===== src/sv/bpcs_pkg.sv =====
package bpcs_pkg;

    localparam int unsigned DATA_W = 32;
    localparam int unsigned THR_W  = 16;
    localparam int unsigned BLK_W  = 4;
    localparam int unsigned STEP_W = 5;
    localparam int unsigned CFG_IDX_W  = 2;
    localparam int unsigned CFG_DATA_W = 16;
    localparam int unsigned DIV_CNT_W  = 6;

    localparam logic [THR_W-1:0] THR_RESET       = 16'd500;
    localparam logic [BLK_W-1:0] SHORT_BLK_RESET = 4'd5;
    localparam logic [BLK_W-1:0] LONG_BLK_RESET  = 4'd10;

    localparam logic [1:0] OP_SAMPLE  = 2'd0;
    localparam logic [1:0] OP_MONITOR = 2'd1;
    localparam logic [1:0] OP_REPORT  = 2'd2;

    localparam logic [CFG_IDX_W-1:0] CFG_THRESHOLD   = 2'd0;
    localparam logic [CFG_IDX_W-1:0] CFG_SHORT_BLINK = 2'd1;
    localparam logic [CFG_IDX_W-1:0] CFG_LONG_BLINK  = 2'd2;

    typedef struct packed {
        logic              start;
        logic [DATA_W-1:0] dividend;
        logic [DATA_W-1:0] divisor;
    } t_div_req;

    typedef struct packed {
        logic              busy;
        logic              done;
        logic [DATA_W-1:0] quotient;
    } t_div_sts;

endpackage


===== src/sv/bpcs_div.sv =====
module bpcs_div (
    input  logic               i_clk,
    input  logic               i_rst_n,
    input  bpcs_pkg::t_div_req i_req,
    output bpcs_pkg::t_div_sts o_sts
);

    logic                               r_busy, n_busy;
    logic                               r_done, n_done;
    logic [bpcs_pkg::DIV_CNT_W-1:0]     r_cnt, n_cnt;
    logic [bpcs_pkg::DATA_W-1:0]        r_rem, n_rem;
    logic [bpcs_pkg::DATA_W-1:0]        r_quo, n_quo;
    logic [bpcs_pkg::DATA_W-1:0]        r_dvs, n_dvs;
    logic [bpcs_pkg::DATA_W:0]          shifted;
    logic [bpcs_pkg::DATA_W:0]          diff;

    // one restoring step: shift in the next dividend bit, try the subtract
    assign shifted = {r_rem, r_quo[bpcs_pkg::DATA_W-1]};
    assign diff    = shifted - {1'b0, r_dvs};

    always_comb begin
        n_busy = r_busy;
        n_done = 1'b0;
        n_cnt  = r_cnt;
        n_rem  = r_rem;
        n_quo  = r_quo;
        n_dvs  = r_dvs;
        if (i_req.start) begin
            n_busy = 1'b1;
            n_cnt  = bpcs_pkg::DIV_CNT_W'(bpcs_pkg::DATA_W);
            n_rem  = '0;
            n_quo  = i_req.dividend;
            n_dvs  = i_req.divisor;
        end else if (r_busy) begin
            if (diff[bpcs_pkg::DATA_W]) begin
                n_rem = shifted[bpcs_pkg::DATA_W-1:0];
                n_quo = {r_quo[bpcs_pkg::DATA_W-2:0], 1'b0};
            end else begin
                n_rem = diff[bpcs_pkg::DATA_W-1:0];
                n_quo = {r_quo[bpcs_pkg::DATA_W-2:0], 1'b1};
            end
            n_cnt = r_cnt - 1'b1;
            if (r_cnt == bpcs_pkg::DIV_CNT_W'(1)) begin
                n_busy = 1'b0;
                n_done = 1'b1;
            end
        end
    end

    always_ff @(posedge i_clk) begin
        if (!i_rst_n) begin
            r_busy <= 1'b0;
            r_done <= 1'b0;
            r_cnt  <= '0;
        end else begin
            r_busy <= n_busy;
            r_done <= n_done;
            r_cnt  <= n_cnt;
        end
        r_rem <= n_rem;
        r_quo <= n_quo;
        r_dvs <= n_dvs;
    end

    assign o_sts.busy     = r_busy;
    assign o_sts.done     = r_done;
    assign o_sts.quotient = r_quo;

endmodule


===== src/sv/button_press_classifier_stats_top.sv =====
// Button press classifier with press statistics.
// Input channel (i_in_valid / o_in_ready) carries one beat per item: i_op
// selects a button sample (i_button_level, i_now_ms), a monitor tick that
// counts a finished press and steps the yellow blink, or a report tick.
// Every accepted beat yields exactly one output beat (o_out_valid /
// i_out_ready) with the LED states after the item; a report tick also
// carries the counts and mean press duration, after which counts and sums
// are cleared.
// Samples, monitor ticks, unused op codes and reports with no presses go
// from acceptance to the done state and then into the output register; a
// report with presses first waits for the bit-serial divider (32 steps).
// The block takes no new item while one is in flight: o_in_ready is high
// only while the sequencer is idle, and the output register lets the next
// item be taken while a finished result waits.
// If the receiver stalls, the result holds in the output register and the
// sequencer waits until a slot frees before finishing the next item.
// Reset (synchronous, active low) clears control state, not the output
// register, and restores threshold (500 ms) and blinks (5 short, 10 long).
// Configuration writes (i_cfg_wr_en, i_cfg_idx, i_cfg_data) take effect at
// once and must be made while the block is idle.
module button_press_classifier_stats_top (
    input  logic                               i_clk,
    input  logic                               i_rst_n,
    input  logic                               i_cfg_wr_en,
    input  logic [bpcs_pkg::CFG_IDX_W-1:0]     i_cfg_idx,
    input  logic [bpcs_pkg::CFG_DATA_W-1:0]    i_cfg_data,
    input  logic                               i_in_valid,
    output logic                               o_in_ready,
    input  logic [1:0]                         i_op,
    input  logic                               i_button_level,
    input  logic [bpcs_pkg::DATA_W-1:0]        i_now_ms,
    output logic                               o_out_valid,
    input  logic                               i_out_ready,
    output logic                               o_green_led,
    output logic                               o_red_led,
    output logic                               o_yellow_led,
    output logic                               o_report_valid,
    output logic [bpcs_pkg::DATA_W-1:0]        o_total_count,
    output logic [bpcs_pkg::DATA_W-1:0]        o_short_count,
    output logic [bpcs_pkg::DATA_W-1:0]        o_long_count,
    output logic [bpcs_pkg::DATA_W-1:0]        o_average_ms,
    output logic                               o_average_valid
);

    typedef enum logic [2:0] {
        S_IDLE = 3'b001,
        S_DIV  = 3'b010,
        S_DONE = 3'b100
    } t_state;

    localparam int unsigned W = bpcs_pkg::DATA_W;

    t_state                          r_state, n_state;

    logic [bpcs_pkg::THR_W-1:0]      r_thr;
    logic [bpcs_pkg::BLK_W-1:0]      r_sblk;
    logic [bpcs_pkg::BLK_W-1:0]      r_lblk;

    logic                            r_pressed, n_pressed;
    logic [W-1:0]                    r_start, n_start;
    logic                            r_pending, n_pending;
    logic [W-1:0]                    r_dur, n_dur;
    logic                            r_long, n_long;
    logic [W-1:0]                    r_cnt_tot, n_cnt_tot;
    logic [W-1:0]                    r_cnt_s, n_cnt_s;
    logic [W-1:0]                    r_cnt_l, n_cnt_l;
    logic [W-1:0]                    r_sum_s, n_sum_s;
    logic [W-1:0]                    r_sum_l, n_sum_l;
    logic [bpcs_pkg::STEP_W-1:0]     r_step, n_step;
    logic [bpcs_pkg::STEP_W-1:0]     r_goal, n_goal;
    logic                            r_grn, n_grn;
    logic                            r_red, n_red;
    logic                            r_yel, n_yel;

    logic                            r_rep, n_rep;
    logic [W-1:0]                    r_rep_tot, n_rep_tot;
    logic [W-1:0]                    r_rep_s, n_rep_s;
    logic [W-1:0]                    r_rep_l, n_rep_l;

    logic                            r_out_valid, n_out_valid;
    logic                            r_o_grn, r_o_red, r_o_yel, r_o_rep, r_o_avg_v;
    logic [W-1:0]                    r_o_tot, r_o_s, r_o_l, r_o_avg;

    logic                            accept;
    logic                            out_free;
    logic [W-1:0]                    dur;
    logic [bpcs_pkg::STEP_W-1:0]     goal_m, step_m;
    bpcs_pkg::t_div_req              div_req;
    bpcs_pkg::t_div_sts              div_sts;

    assign o_in_ready = (r_state == S_IDLE);
    assign accept     = i_in_valid && o_in_ready;
    assign out_free   = !r_out_valid || i_out_ready;
    assign dur        = i_now_ms - r_start;

    bpcs_div u_div (
        .i_clk   (i_clk),
        .i_rst_n (i_rst_n),
        .i_req   (div_req),
        .o_sts   (div_sts)
    );

    always_ff @(posedge i_clk) begin
        if (!i_rst_n) begin
            r_thr  <= bpcs_pkg::THR_RESET;
            r_sblk <= bpcs_pkg::SHORT_BLK_RESET;
            r_lblk <= bpcs_pkg::LONG_BLK_RESET;
        end else if (i_cfg_wr_en) begin
            case (i_cfg_idx)
                bpcs_pkg::CFG_THRESHOLD:   r_thr  <= i_cfg_data;
                bpcs_pkg::CFG_SHORT_BLINK: r_sblk <= i_cfg_data[bpcs_pkg::BLK_W-1:0];
                bpcs_pkg::CFG_LONG_BLINK:  r_lblk <= i_cfg_data[bpcs_pkg::BLK_W-1:0];
                default: ;
            endcase
        end
    end

    always_comb begin
        n_state   = r_state;
        n_pressed = r_pressed;
        n_start   = r_start;
        n_pending = r_pending;
        n_dur     = r_dur;
        n_long    = r_long;
        n_cnt_tot = r_cnt_tot;
        n_cnt_s   = r_cnt_s;
        n_cnt_l   = r_cnt_l;
        n_sum_s   = r_sum_s;
        n_sum_l   = r_sum_l;
        n_step    = r_step;
        n_goal    = r_goal;
        n_grn     = r_grn;
        n_red     = r_red;
        n_yel     = r_yel;
        n_rep     = r_rep;
        n_rep_tot = r_rep_tot;
        n_rep_s   = r_rep_s;
        n_rep_l   = r_rep_l;
        n_out_valid = r_out_valid && !i_out_ready;
        div_req.start    = 1'b0;
        div_req.dividend = r_sum_s + r_sum_l;
        div_req.divisor  = r_cnt_tot;

        // monitor: take the pending press first, then step the blink
        goal_m = r_goal;
        step_m = r_step;
        if (r_pending) begin
            goal_m = r_long ? {r_lblk, 1'b0} : {r_sblk, 1'b0};
            step_m = '0;
        end

        case (r_state)
            S_IDLE: begin
                if (accept) begin
                    n_rep   = 1'b0;
                    n_state = S_DONE;
                    case (i_op)
                        bpcs_pkg::OP_SAMPLE: begin
                            if (!r_pressed) begin
                                if (i_button_level) begin
                                    n_start   = i_now_ms;
                                    n_pressed = 1'b1;
                                    n_grn     = 1'b0;
                                    n_red     = 1'b0;
                                end
                            end else if (!i_button_level) begin
                                n_dur     = dur;
                                n_long    = (dur >= W'(r_thr));
                                n_pending = 1'b1;
                                if (dur >= W'(r_thr)) n_red = 1'b1;
                                else                  n_grn = 1'b1;
                                n_pressed = 1'b0;
                            end
                        end
                        bpcs_pkg::OP_MONITOR: begin
                            if (r_pending) begin
                                n_cnt_tot = r_cnt_tot + 1'b1;
                                if (r_long) begin
                                    n_cnt_l = r_cnt_l + 1'b1;
                                    n_sum_l = r_sum_l + r_dur;
                                end else begin
                                    n_cnt_s = r_cnt_s + 1'b1;
                                    n_sum_s = r_sum_s + r_dur;
                                end
                                n_pending = 1'b0;
                            end
                            n_goal = goal_m;
                            if (step_m < goal_m) begin
                                n_yel  = ~step_m[0];
                                n_step = step_m + 1'b1;
                            end else begin
                                n_yel  = 1'b0;
                                n_step = step_m;
                            end
                        end
                        bpcs_pkg::OP_REPORT: begin
                            n_rep     = 1'b1;
                            n_rep_tot = r_cnt_tot;
                            n_rep_s   = r_cnt_s;
                            n_rep_l   = r_cnt_l;
                            n_cnt_tot = '0;
                            n_cnt_s   = '0;
                            n_cnt_l   = '0;
                            n_sum_s   = '0;
                            n_sum_l   = '0;
                            if (r_cnt_tot != '0) begin
                                div_req.start = 1'b1;
                                n_state       = S_DIV;
                            end
                        end
                        default: ;
                    endcase
                end
            end
            S_DIV: begin
                if (div_sts.done) n_state = S_DONE;
            end
            S_DONE: begin
                // hold until the output register frees
                if (out_free) begin
                    n_out_valid = 1'b1;
                    n_state     = S_IDLE;
                end
            end
            default: n_state = S_IDLE;
        endcase
    end

    always_ff @(posedge i_clk) begin
        if (!i_rst_n) begin
            r_state     <= S_IDLE;
            r_pressed   <= 1'b0;
            r_start     <= '0;
            r_pending   <= 1'b0;
            r_dur       <= '0;
            r_long      <= 1'b0;
            r_cnt_tot   <= '0;
            r_cnt_s     <= '0;
            r_cnt_l     <= '0;
            r_sum_s     <= '0;
            r_sum_l     <= '0;
            r_step      <= '0;
            r_goal      <= '0;
            r_grn       <= 1'b0;
            r_red       <= 1'b0;
            r_yel       <= 1'b0;
            r_rep       <= 1'b0;
            r_out_valid <= 1'b0;
        end else begin
            r_state     <= n_state;
            r_pressed   <= n_pressed;
            r_start     <= n_start;
            r_pending   <= n_pending;
            r_dur       <= n_dur;
            r_long      <= n_long;
            r_cnt_tot   <= n_cnt_tot;
            r_cnt_s     <= n_cnt_s;
            r_cnt_l     <= n_cnt_l;
            r_sum_s     <= n_sum_s;
            r_sum_l     <= n_sum_l;
            r_step      <= n_step;
            r_goal      <= n_goal;
            r_grn       <= n_grn;
            r_red       <= n_red;
            r_yel       <= n_yel;
            r_rep       <= n_rep;
            r_out_valid <= n_out_valid;
        end
        r_rep_tot <= n_rep_tot;
        r_rep_s   <= n_rep_s;
        r_rep_l   <= n_rep_l;
    end

    // load the output beat when the sequencer finishes an item
    always_ff @(posedge i_clk) begin
        if (r_state == S_DONE && out_free) begin
            r_o_grn   <= r_grn;
            r_o_red   <= r_red;
            r_o_yel   <= r_yel;
            r_o_rep   <= r_rep;
            r_o_tot   <= r_rep ? r_rep_tot : '0;
            r_o_s     <= r_rep ? r_rep_s : '0;
            r_o_l     <= r_rep ? r_rep_l : '0;
            r_o_avg_v <= r_rep && (r_rep_tot != '0);
            r_o_avg   <= (r_rep && (r_rep_tot != '0)) ? div_sts.quotient : '0;
        end
    end

    assign o_out_valid     = r_out_valid;
    assign o_green_led     = r_o_grn;
    assign o_red_led       = r_o_red;
    assign o_yellow_led    = r_o_yel;
    assign o_report_valid  = r_o_rep;
    assign o_total_count   = r_o_tot;
    assign o_short_count   = r_o_s;
    assign o_long_count    = r_o_l;
    assign o_average_ms    = r_o_avg;
    assign o_average_valid = r_o_avg_v;

    a_div_busy_in_div: assert property (@(posedge i_clk) disable iff (!i_rst_n)
        div_sts.busy |-> (r_state == S_DIV))
        else $error("divider busy outside the divide state");

    a_report_starts_div: assert property (@(posedge i_clk) disable iff (!i_rst_n)
        (accept && i_op == bpcs_pkg::OP_REPORT && r_cnt_tot != '0) |=> (r_state == S_DIV))
        else $error("report with presses did not start the divider");

    a_avg_needs_report: assert property (@(posedge i_clk) disable iff (!i_rst_n)
        (o_out_valid && o_average_valid) |-> (o_report_valid && o_total_count != '0))
        else $error("average marked valid without a nonzero report");

    a_non_report_zero: assert property (@(posedge i_clk) disable iff (!i_rst_n)
        (o_out_valid && !o_report_valid) |-> (o_total_count == '0 && o_average_ms == '0))
        else $error("non-report beat carries statistics");

endmodule


===== config.mk =====
export PLATFORM = sky130hd
export DESIGN_NAME = button_press_classifier_stats_top
export DESIGN_NICKNAME = d
export VERILOG_FILES = /design/src/sv/bpcs_pkg.sv /design/src/sv/bpcs_div.sv /design/src/sv/button_press_classifier_stats_top.sv
export SDC_FILE = /design/constraint.sdc
export NUM_CORES = 1
export LEC_CHECK = 0
export ABC_AREA = 1
export ABC_CLOCK_PERIOD_IN_PS = 8500
export BUFFER_PORTS_ARGS = -buffer_cell sky130_fd_sc_hd__buf_2
export CAP_MARGIN = 10
export CORE_AREA = 5 5 276 278
export DETAILED_ROUTE_END_ITERATION = 6
export DIE_AREA = 0 0 281 283
export PLACE_DENSITY = 0.7
export SLEW_MARGIN = 5
export SYNTH_ARGS = -nofsm -noshare
export SYNTH_HDL_FRONTEND = slang
export SYNTH_SLANG_ARGS = --single-unit
export TNS_END_PERCENT = 10

===== constraint.sdc =====
create_clock -name i_clk -period 8.5 [get_ports i_clk]
set_clock_uncertainty 0.05 [all_clocks]
set_input_delay 1.275 -clock i_clk [delete_from_list [all_inputs] [get_ports i_clk]]
set_output_delay 1.275 -clock i_clk [all_outputs]
set_load 0.01 [all_outputs]

==> flow_metrics.tcl, run 1 <==
set metrics [dict create \
    boundaryPins 193 \
    cts_setup_buffers 0 \
    synth.top_cell.area_share 0.269 \
    ctsHtreeMaxLevel 3 \
    p_sw_frac 0.235 \
    hold_buffers 0 \
    grtUsageTotal 0.209 \
    finalHoldViolCount 0 \
    clk_pin_slew_ns 0.05 \
    numCtsBuffers 69 \
    final_common_cell "nand2_1" \
    die_w_um 281 \
    clkLatencyLatePin_ns 0.62 \
    crit_type "input pin to flip-flop" \
    die_area_mm2 0.0795 \
    wl_mm 84.8 \
    placed_area_mm2 0.0347 \
    slew_headroom 0.204 \
    critPathSlowestCell "clkinv_2" \
    cts.repair.resized 0 \
    first_iter_violations 2215 \
    status "complete, no violations" \
    ys_types 58 \
    grt_max_degree 93 \
    routedWlPerCell_um 15.9 \
    cp_slowest_stage_delay_ns 0.70 \
    synth-edff-count 293 \
    drc 0 \
    seq_area_frac_synth 0.458 \
    syn-cell-area_mm2 0.0327 \
    syn-instance-count 4109 \
    diodes 0 \
    path_cells "buf_2, buf_4, clkinv_2, buf_4, nor2_4, buf_4, inv_2, a221oi_1" \
    start_util 0.444 \
    ant_nets 0 \
    clk_root_buffer_cell "clkbuf_16" \
    cts_buffer_depth 3 \
    switching_power_w 0.00154 \
    powerDensity_mw_per_mm2 177 \
    fin_setup_tns_ns 0 \
    dp_cells 5194 \
    drive_gt1_frac 0.0958 \
    synth_fp_nets 4356 \
    yosys-top-cells-area "edfxtp_1 27%, dfxtp_1 19%, nand2_1 11%" \
    crit_fanout 84 \
    required_ns 8.93 \
    port_buffers 192 \
    drtPass1Iterations 5 \
    holdWs_ns 0.377 \
    cp.arrival_ns 4.79 \
    grt_pass1_vias 26136 \
    grt_pass1_wl_mm 137 \
    async_flop_share 0 \
    power_frac_comb 0.072 \
    dieHeight_um 283 \
    setup.worst_path.start_class "input pin" \
    rows 100 \
    nets 4544 \
    endpoint_kind "flip-flop" \
    grt-ovfl-total 0 \
    peakVddDrop_mv 0.154 \
    postLayoutCellArea_mm2 0.0370 \
    clockPowerShare 0.451 \
    p_seq_frac 0.477 \
    viasPerCell 5.16 \
    ys_ff_latch 602 \
    slew_viol_final 0 \
    rsz0062_at_grt "no" \
    vias 27444 \
    netlist.top_cell.by_area "edfxtp_1" \
    synth.avg_cell_area_um2 7.97 \
    yosys_warnings 0 \
    coreArea_mm2 0.0737 \
    gp_congestion 0.950 \
    synth_ff_type "dfxtp_1" \
    layout.cells.non_filler 5320 \
    hpwl_mm 64.2 \
    path_common_cell "buf_4" \
    area_delta_synth_final_pct 13.0 \
    cts.sinks 602 \
    min_period_ns 4.36 \
    antenna_found_initial 1 \
    tritoncts "built" \
    cap_violations 0 \
    worstMarginPinSlew_ns 1.19 \
    setup_viol 0 \
    p_leak_nw 16.6 \
    layout_common_cells "920 x nand2_1, 622 x inv_1, 395 x a21oi_1" \
    period_share 0.513 \
    intPower_w 0.00502 \
    timing.fmax_ghz 0.229 \
    final_util 0.502 \
    worst_hold_path_type "flip-flop to flip-flop" \
]
==> routing by layer <==
layer / vias to the layer above / global-route usage / wire length (um)
met5: - / 0 / 13
met2: 607 / 0.347 / 39300
met1: 12632 / 0.290 / 39100
met3: 128 / 0.0295 / 4270
met4: 2 / 0.0521 / 2060
li1: 14075 / - / -
==> cell type report <==
class / count / area, um^2
clock buffer: 104 / 2020
clock inverter: 21 / 244
fill: 7110 / 36700
inverter: 643 / 2420
multi-input combinational: 2775 / 15000
sequential: 602 / 15000
tap: 969 / 1210
timing repair buffer: 206 / 1090
==> cell families (layout without fill, tap and decap cells) <==
kind of cell               count (synthesis)  in the layout  synth area share
and+or+nand+nor                         1684           1684             0.226
AOI/OAI and AO/OA                        826            826             0.139
xor gates and xnor gates                  76             76            0.0203
buffers and inverters                    732            974            0.0845
adders and majority gates                189            189            0.0734
DFF                                      602            602             0.458
==> synthesized netlist by cell type, types with 5 or more instances <==
library cell    n
edfxtp_1      293
nor3_4          5
or2_2          33
a21o_1         15
and3_1          5
o21ai_0       262
a31oi_1        19
dfxtp_1       309
nor3_1         82
clkbuf_1       67
nand3b_1       10
and2_1          5
fa_1            5
nor4_1         40
o31ai_1         5
a211oi_1        6
nand2_2        10
buf_2          11
o21a_1         21
o211ai_1       46
nand2_1       920
nor2_1        327
inv_1         623
xor2_1         47
nor2_2          8
o21bai_1       19
inv_2          14
nor2_4         11
a21boi_0       12
nand4_1        42
a221oi_1        6
buf_1          11
nor3b_1         6
nand2_4         5
xnor2_1        29
o21ai_1         7
ha_1          184
a21oi_1       396
nand3_1       160
o221ai_1        5
==> power by group through the flow <==
stage / combinational (W) / clock, W / sequential (W)
floorplan: 0.000312 / 0 / 0.00320
global route: 0.000534 / 0.00315 / 0.00314
detailed placement: 0.000471 / 0 / 0.00319
global placement: 0.000466 / 0 / 0.00319
finish: 0.000473 / 0.00296 / 0.00313
CTS: 0.000474 / 0.00302 / 0.00313
==> registers in the layout (all words and copies together) (netlist names), 3 cells and up <==
register	flops
r_goal	5
r_thr	16
o_average_ms	32
r_sum_l	32
r_step	5
r_lblk	4
r_rep_l	32
r_start	32
r_sblk	4
r_cnt_l	32
u_div.r_rem	32
u_div.r_cnt	6
r_rep_tot	32
r_cnt_s	32
u_div.r_dvs	32
r_cnt_tot	32
r_rep_s	32
r_state	3
o_total_count	32
r_sum_s	32
o_short_count	32
u_div.r_quo	32
o_long_count	32
r_dur	32
==> critical path: cells and delay by family <==
kind                   cells  cell delay (ns)
AOI/OAI and AO/OA          1             0.35
buffers and inverters      6             2.88
and+or+nand+nor            1             0.18
==> path summary, 6_finish.rpt <==
check / from / endpoint / slack, ns / depth (start not counted)
max: i_rst_n / r_cnt_l[13] / 4.14 / 8
min: r_yel / o_yellow_led / 0.38 / 0
max reg2reg: u_div.r_quo[31] / u_div.r_rem[22] / 4.62 / 13
min reg2reg: r_yel / o_yellow_led / 0.38 / 0
==> per-stage QoR <==
| stage | setup slack, ns | total power [W] |
|---|---|---|
| floorplan | 0.0362 | 0.00351 |
| global placement | 3.54 | 0.00366 |
| detailed placement | 3.51 | 0.00367 |
| CTS | 4.13 | 0.00663 |
| global route | 3.86 | 0.00682 |
| finish | 4.14 | 0.00657 |
(Power assumes the default switching activity.)
==> run 2, diff against run 1 <==
--- a/config.mk
+++ b/config.mk
@@ -6,7 +6,7 @@
 export NUM_CORES = 1
 export LEC_CHECK = 0
 export ABC_AREA = 1
-export ABC_CLOCK_PERIOD_IN_PS = 8500
+export ABC_CLOCK_PERIOD_IN_PS = 3720
 export BUFFER_PORTS_ARGS = -buffer_cell sky130_fd_sc_hd__buf_2
 export CAP_MARGIN = 10
 export CORE_AREA = 5 5 276 278
==> constraint.sdc (replaced) <==
create_clock -name i_clk -period 3.72 [get_ports i_clk]
set_clock_uncertainty 0.05 [all_clocks]
set_input_delay 0.558 -clock i_clk [delete_from_list [all_inputs] [get_ports i_clk]]
set_output_delay 0.558 -clock i_clk [all_outputs]
set_load 0.01 [all_outputs]
==> run 2 against run 1 <==
  * Global-route usage up 0.073 points
  * Sequential share of layout area fell by 0.26 points
  * Sequential power up 130%
  * Sequential cell count is the same
  * Largest cell class unchanged
  * Worst setup slack worse by 3.8 ns
  * Critical path depth rose by 14
==> flow_metrics.tcl, run 2 (synthesis gave the netlist of run 1 again) <==
set metrics [dict create \
    status "complete, no violations" \
    grt-ovfl-total 0 \
    nets 4567 \
    crit_type "flip-flop to flip-flop" \
    rsz0062_at_grt "no" \
    area_delta_synth_final_pct 13.7 \
    timing.fmax_ghz 0.299 \
    peakVddDrop_mv 0.332 \
    hold_buffers 0 \
    p_sw_frac 0.241 \
    fin_setup_tns_ns 0 \
    clk_root_buffer_cell "clkbuf_16" \
    clkLatencyLatePin_ns 0.62 \
    tritoncts "built" \
    first_iter_violations 1902 \
    p_leak_nw 16.8 \
    cap_violations 0 \
    switching_power_w 0.00365 \
    min_period_ns 3.34 \
    ant_nets 0 \
    diodes 0 \
    viasPerCell 5.13 \
    path_common_cell "nand2_1" \
    die_area_mm2 0.0795 \
    slew_headroom 0.363 \
    wl_mm 85.2 \
    setup.worst_path.start_class "flip-flop" \
    rows 100 \
    drc 0 \
    intPower_w 0.0115 \
    cts.repair.resized 0 \
    path_cells "inv_1, ha_1, nand2_1, nor2_1, nand3_1, nand3_1, xor2_1, ha_1, nand2_1, a21oi_1, a211oi_1, nand2_1, nand2_1, nand3_1, nor2_1, nand2_1, nor2_1, nand3_1, nand2_1, nand2_1, nand2_1, a21oi_1" \
    setup_viol 0 \
    cts_buffer_depth 3 \
    layout_common_cells "920 x nand2_1, 622 x inv_1, 395 x a21oi_1" \
    boundaryPins 193 \
    worst_hold_path_type "input pin to flip-flop" \
    dieHeight_um 283 \
    clk_pin_slew_ns 0.06 \
    port_buffers 192 \
    power_frac_comb 0.073 \
    gp_congestion 0.948 \
    die_w_um 281 \
    routedWlPerCell_um 15.9 \
    slew_viol_final 0 \
    start_util 0.444 \
    numCtsBuffers 69 \
    grt_max_degree 104 \
    grt_pass1_wl_mm 137 \
    critPathSlowestCell "ha_1" \
    grt_pass1_vias 26283 \
    ctsHtreeMaxLevel 3 \
    coreArea_mm2 0.0737 \
    cts.sinks 602 \
    finalHoldViolCount 0 \
    p_seq_frac 0.473 \
    powerDensity_mw_per_mm2 406 \
    vias 27393 \
    hpwl_mm 64.3 \
    crit_fanout 5 \
    cp_slowest_stage_delay_ns 0.37 \
    drtPass1Iterations 5 \
    finalPower_w 0.0151 \
    grtUsageTotal 0.210 \
    cts_setup_buffers 0 \
    drive_gt1_frac 0.103 \
    endpoint_kind "flip-flop" \
    cp.arrival_ns 3.77 \
    final_common_cell "nand2_1" \
    required_ns 4.15 \
    antenna_found_initial 0 \
    period_share 0.899 \
    clockPowerShare 0.454 \
    worstMarginPinSlew_ns 0.954 \
]
## run 2: path summary, 6_finish.rpt
check / start / endpoint / slack (ns) / cells past startpoint
max: r_start[9] / r_grn / 0.38 / 22
min: i_cfg_data[8] / r_thr[8] / 0.11 / 3
max reg2reg: r_start[9] / r_grn / 0.38 / 22
min reg2reg: r_yel / o_yellow_led / 0.38 / 0
## run 2: layer usage
layer,track usage,up-vias,routed length (um)
met5,0,-,0
met4,0.0747,0,3110
met3,0.0273,146,3950
met2,0.349,609,39500
met1,0.282,12517,38600
li1,-,14121,-
## run 2: cell type report
class / instances / area [um^2]
Clock inverter: 39 / 435
Multi-Input combinational cell: 2775 / 15000
Sequential cell: 602 / 15000
Clock buffer: 87 / 1880
Fill cell: 7022 / 36500
Inverter: 643 / 2420
Tap cell: 969 / 1210
Timing Repair Buffer: 229 / 1280
## run 2: worst max-delay path: cells and delay by family, from the launching register on
family / cells / cell delay [ns]
AOI/OAI and AO/OA: 3 / 0.27
xor gates and xnor gates: 1 / 0.29
adders and majority gates: 2 / 0.67
buffers and inverters: 1 / 0.04
DFF: 1 / 0.30
and+or+nand+nor: 15 / 1.57
## run 2: power by group through the flow
stage          logic (W)  registers (W)  clock network [W]
6_report         0.00110        0.00715            0.00687
5_1_grt          0.00125        0.00716            0.00732
4_1_cts          0.00111        0.00715            0.00703
3_5_place_dp     0.00110        0.00730                  0
3_3_place_gp     0.00108        0.00729                  0
2_1_floorplan   0.000712        0.00730                  0
## run 2: per-stage QoR
| stage | instance area, um^2 | setup WS [ns] | cells | hold WS [ns] | utilization |
|---|---|---|---|---|---|
| after global placement | 34900 | 0.0604 | 5218 | 0.370 | 0.474 |
| after floorplan | 32800 | -0.0559 | 4109 | 0.356 | - |
| final | 37200 | 0.376 | 5344 | 0.112 | 0.505 |
| after global routing | 37200 | 0.0156 | 5344 | 0.106 | 0.505 |
| after detailed placement | 34900 | 0.0226 | 5218 | 0.373 | 0.474 |
| after CTS | 37200 | 0.382 | 5344 | 0.0744 | 0.505 |
